File: config.mk
export PLATFORM = sky130hd
export DESIGN_NAME = mhpq_ram
export DESIGN_NICKNAME = d
export VERILOG_FILES = /design/src/design/mhpq_ram.sv
export SDC_FILE = /design/constraint.sdc
export NUM_CORES = 1
export LEC_CHECK = 0
export BUFFER_PORTS_ARGS = -buffer_cell sky130_fd_sc_hd__buf_2
export CORE_ASPECT_RATIO = 0.9
export CORE_MARGIN = 1.5
export CORE_UTILIZATION = 55
export DETAILED_ROUTE_END_ITERATION = 6
export PLACE_DENSITY = 0.78
export RECOVER_POWER = 25
export SLEW_MARGIN = 20
export SYNTH_ARGS = -nofsm -noshare
export SYNTH_HDL_FRONTEND = slang
export SYNTH_SLANG_ARGS = --single-unit
export TNS_END_PERCENT = 100
File: constraint.sdc
create_clock -name clk -period 1.7 [get_ports clk]
set_input_delay 0.17 -clock clk [delete_from_list [all_inputs] [get_ports clk]]
set_output_delay 0.17 -clock clk [all_outputs]
set_load 0.02 [all_outputs]
File: src/design/mhpq_ram.sv
// Generic RAM with one write port and two registered read ports.
module mhpq_ram #(
	parameter int WIDTH = 8,
	parameter int DEPTH = 16
) (
	input  logic                                      clk,
	input  logic                                      we,
	input  logic [((DEPTH > 1) ? $clog2(DEPTH) : 1)-1:0] wr_addr,
	input  logic [WIDTH-1:0]                          wr_data,
	input  logic [((DEPTH > 1) ? $clog2(DEPTH) : 1)-1:0] rd_addr_a,
	input  logic [((DEPTH > 1) ? $clog2(DEPTH) : 1)-1:0] rd_addr_b,
	output logic [WIDTH-1:0]                          rd_data_a,
	output logic [WIDTH-1:0]                          rd_data_b
);

	logic [WIDTH-1:0] mem [DEPTH];

	// Write first in program order; a read sees a write from an earlier cycle.
	always_ff @(posedge clk) begin
		if (we) begin
			mem[wr_addr] <= wr_data;
		end
		rd_data_a <= mem[rd_addr_a];
		rd_data_b <= mem[rd_addr_b];
	end

endmodule

-- After elaboration in Yosys (flattened, before gate mapping)
Memory sizes are Yosys's and may differ from the RTL's. A register that Yosys moved wholly into a read port is not among the register bits.
Cells that the tools add are included.
- mux-type cells: 2
- operator list (kind ; number):
    1-bit two-way mux ; 2
- output and inout port bits: 16
- register bits: 0
- RAM bits: 128
- word-level logic and storage cells: 3
- input port bits: 22
- memories kept: 1
- memories (name ; words ; bits a word ; read ports ; clocked after memory_dff ; wr ports ; RTL line ; source):
    mem ; 16 ; 8 ; 2 ; 2 ; 1 ; 16 ; logic [WIDTH-1:0] mem [DEPTH];

-- Depth between registers and ports, before layout
- depth after elaboration: 2
- gate-level depth with buffers: 5
- gate-level depth less buffers: 3

-- Worst setup path after synthesis
Ideal clock, no wire load.
- kind: input port to flip-flop
- start point: in wr_addr[2] (netlist name)
- end point: mem mem[0][0], enable pin
- path slack: 0.037 ns
- library setup time: 0.383 ns
- stages on the path: 2
- arrival time: 1.280 ns
- data required time: 1.317 ns
- buffers on the path: 0
- cells stage by stage: or3b_2 -> nor3_1
- RTL lines (item ; RTL line ; source):
    from (decl) ; 8 ; input logic [((DEPTH > 1) ? $clog2(DEPTH) : 1)-1:0] wr_addr,
    to (decl) ; 16 ;
Straight into the memory's write port.

==> reports/qor.csv <==
stage;metric;value;unit
layout;drive_gt1_frac;0.327;
clocking;cts-root-buf;clkbuf_16;
power_and_ir_drop;p_total;8260;µW
logic_synthesis;syn_area_per_cell;20.7;µm²
setup_path;critical_path_class;register to register;
drt;drt_wl_total;13500;µm
setup_path;crit_arrival;1750;ps
timing;slew-limit-headroom;0.457;
setup_path;crit_path_start_kind;register;
layout;areaGrowthSynthToFinish;16.4;%
setup_path;worstPathMaxFanout;2;
drt;first_pass_iters;5;
die;die_x;116;µm
timing;finalMaxSlewViolations;0;
timing;fin_crit;1470;ps
die;core-area;11300;µm²
clocking;worstSkewPairLatency;410;ps
timing;final_hold_viol_count;0;
clocking;htreeDepth;4;
setup_path;crit_buf_inv;0;
clocking;cts_tree;built;
timing;setup_viol;0;
layout;finalNetCount;391;
die;ios;38;
setup_path;end_kind;register;
flow_run;drv_cap;0;
drt;wl_per_cell;25.0;µm
power_and_ir_drop;ir_worst_vdd;0.818;mV
clocking;clk_path_buf_depth;2;
layout;postLayoutCoreUtil;0.651;
drt;drtAntennaViolNets;0;
logic_synthesis;ys_ff_latch;144;
power_and_ir_drop;p_leak;0.00257;µW
placed_design;dp_hpwl;8840;µm
drt;drcViolationCount;0;
die;die_h;105;µm
timing;timing.final.crit_share;0.865;
clocking;holdBufCountCts;0;
setup_path;crit_slowest_cell;mux4_1;
logic_synthesis;synth_top_area_share;0.606;
layout;antenna_cells;0;
timing;tightest_slew;813;ps
clocking;cts_resized;0;
logic_synthesis;synth_cell_type_count;20;
logic_synthesis;syn_area;6350;µm²
placed_design;dp_worst_setup_slack;26.0;ps
logic_synthesis;ys_seq_area_frac;0.656;
setup_path;crit_family;multiplexers;
global_routing;grt_usage;0.242;
run_status;status;complete, no violations;
die;std_cell_rows;37;
global_routing;overflow;0;
timing;rsz0062_at_grt;false;
clocking;cts_sinks;144;
die;die_area;12200;µm²
clocking;clkSlewWorstSetupHoldPaths;60;ps
timing;finalWorstSetupSlack;229;ps
die;start_util;0.560;
global_routing;grt_pass1_vias;3603;
timing;skew;6.88;ps
clocking;post_cts.repair.setup_buffers;0;
power_and_ir_drop;switching_share;0.220;
logic_synthesis;synth_fp_nets;329;
logic_synthesis;yosys_warnings;0;
power_and_ir_drop;clkPwrFrac;0.437;
global_routing;grt_max_degree;33;
drt;vias;3434;
power_and_ir_drop;p_per_area;1120;nW/µm²
timing;fmax;680;MHz
setup_path;slowest_delay;510;ps
power_and_ir_drop;p_int;6450;µW
setup_path;worst_ep_required_time;1980;ps
global_routing;antenna_found_initial;0;
drt;viasPerCell;6.38;
power_and_ir_drop;power_frac_comb;0.078;
drt;drt_iter0_markers;361;
power_and_ir_drop;switchingPower;1820;µW
timing;tns;0;ps
min_path;worstHoldPathType;input port to register;
logic_synthesis;synth_cells;307;
placed_design;io_buffers;37;
setup_path;path_cells;mux4_1 -> a22oi_1 -> nand2_1;
placed_design;routabilityCongestion;0.813;
global_routing;grt_first_pass_wirelength;20300;µm
logic_synthesis;yosys-top-cells-area;edfxtp_1 (61%), mux4_2 (12%), mux4_1 (12%), dfxtp_1 (5.0%), a22oi_1 (3.8%);
logic_synthesis;yosys.area.top_type;edfxtp_1;
power_and_ir_drop;seqPwrFrac;0.485;
clocking;numCtsBuffers;17;
worst register-to-register path, stage by stage, from the launching register on:
cell	delay (ps)
edfxtp_1	380
mux4_1	510
a22oi_1	330
nand2_1	120
path summary, 6_finish.rpt:
kind | slack (ps) | end | cells past startpoint | startpoint
worst max-delay path | 230 | rd_data_a[7] | 3 | mem[2][7]
worst min-delay path | 160 | mem[6][3] | 1 | wr_data[3]
worst max register to register | 230 | rd_data_a[7] | 3 | mem[2][7]
worst min register to register | 700 | rd_data_a[1] | 3 | mem[4][1]
through the flow:
stage	hold WS, ps	cell area (µm²)	instances
3_3_place_gp	555	6810	506
3_5_place_dp	562	6810	506
4_1_cts	118	7390	538
6_report	159	7390	538
2_1_floorplan	269	6350	307
5_1_grt	162	7390	538
registers in the layout, indices dropped and copies added, names as in the netlist:
register,flops
rd_data_b,8
rd_data_a,8
mem,128
cells in the final DEF, fill, tap and decap left out, types with 4 or more instances in the layout:
cell type,instances
buf_2,31
a22oi_1,32
clkbuf_16,17
dfxtp_1,16
nor3_1,4
clkbuf_1,7
clkinv_2,4
clkinv_4,4
mux4_2,34
nor2_1,14
mux4_1,28
nand2_1,17
buf_12,5
edfxtp_1,128
buf_4,21
synth_stat cells:
master and count:
nand2b_1 2, nor2b_1 2, mux4_4 2, and2b_1 2, nand3_1 1, edfxtp_1 128
a22oi_1 32, nand3b_1 2, clkdlybuf4s25_2 6, or3b_2 1, buf_4 2, mux4_2 34
dfxtp_1 16, and2_1 2, buf_6 6, nor3_1 4, buf_2 6, mux4_1 28
nand2_1 17, nor2_1 14
power by group through the flow:
stage	Sequential (µW)	Clock (µW)	Combinational (µW)
after floorplan	4120	0	358
after global placement	4070	0	632
after detailed placement	4080	0	644
after CTS	4010	3650	648
after global routing	4020	3770	687
final	4010	3620	642
cells by family (layout without fill, tap and decap cells):
group,Yosys count,in the layout,share of synthesized area
flops,144,144,0.656
mux,64,64,0.244
simple gates,47,47,0.0343
compound gates,32,32,0.0379
buf+inv,20,95,0.0272
layout make-up:
cell class,instances,area [µm²]
clock inverter,13,139
tap,156,195
timing repair buffer,63,435
multi-input combinational,143,2010
fill,717,3960
clock buffer,19,443
sequential,144,4160
layer usage:
metal | wire (µm) | global-route usage
met3 | 1070 | 0.0771
met5 | 0 | 0
met1 | 5350 | 0.323
met2 | 6840 | 0.380
met4 | 210 | 0.0810
(Power assumes the default switching activity.)
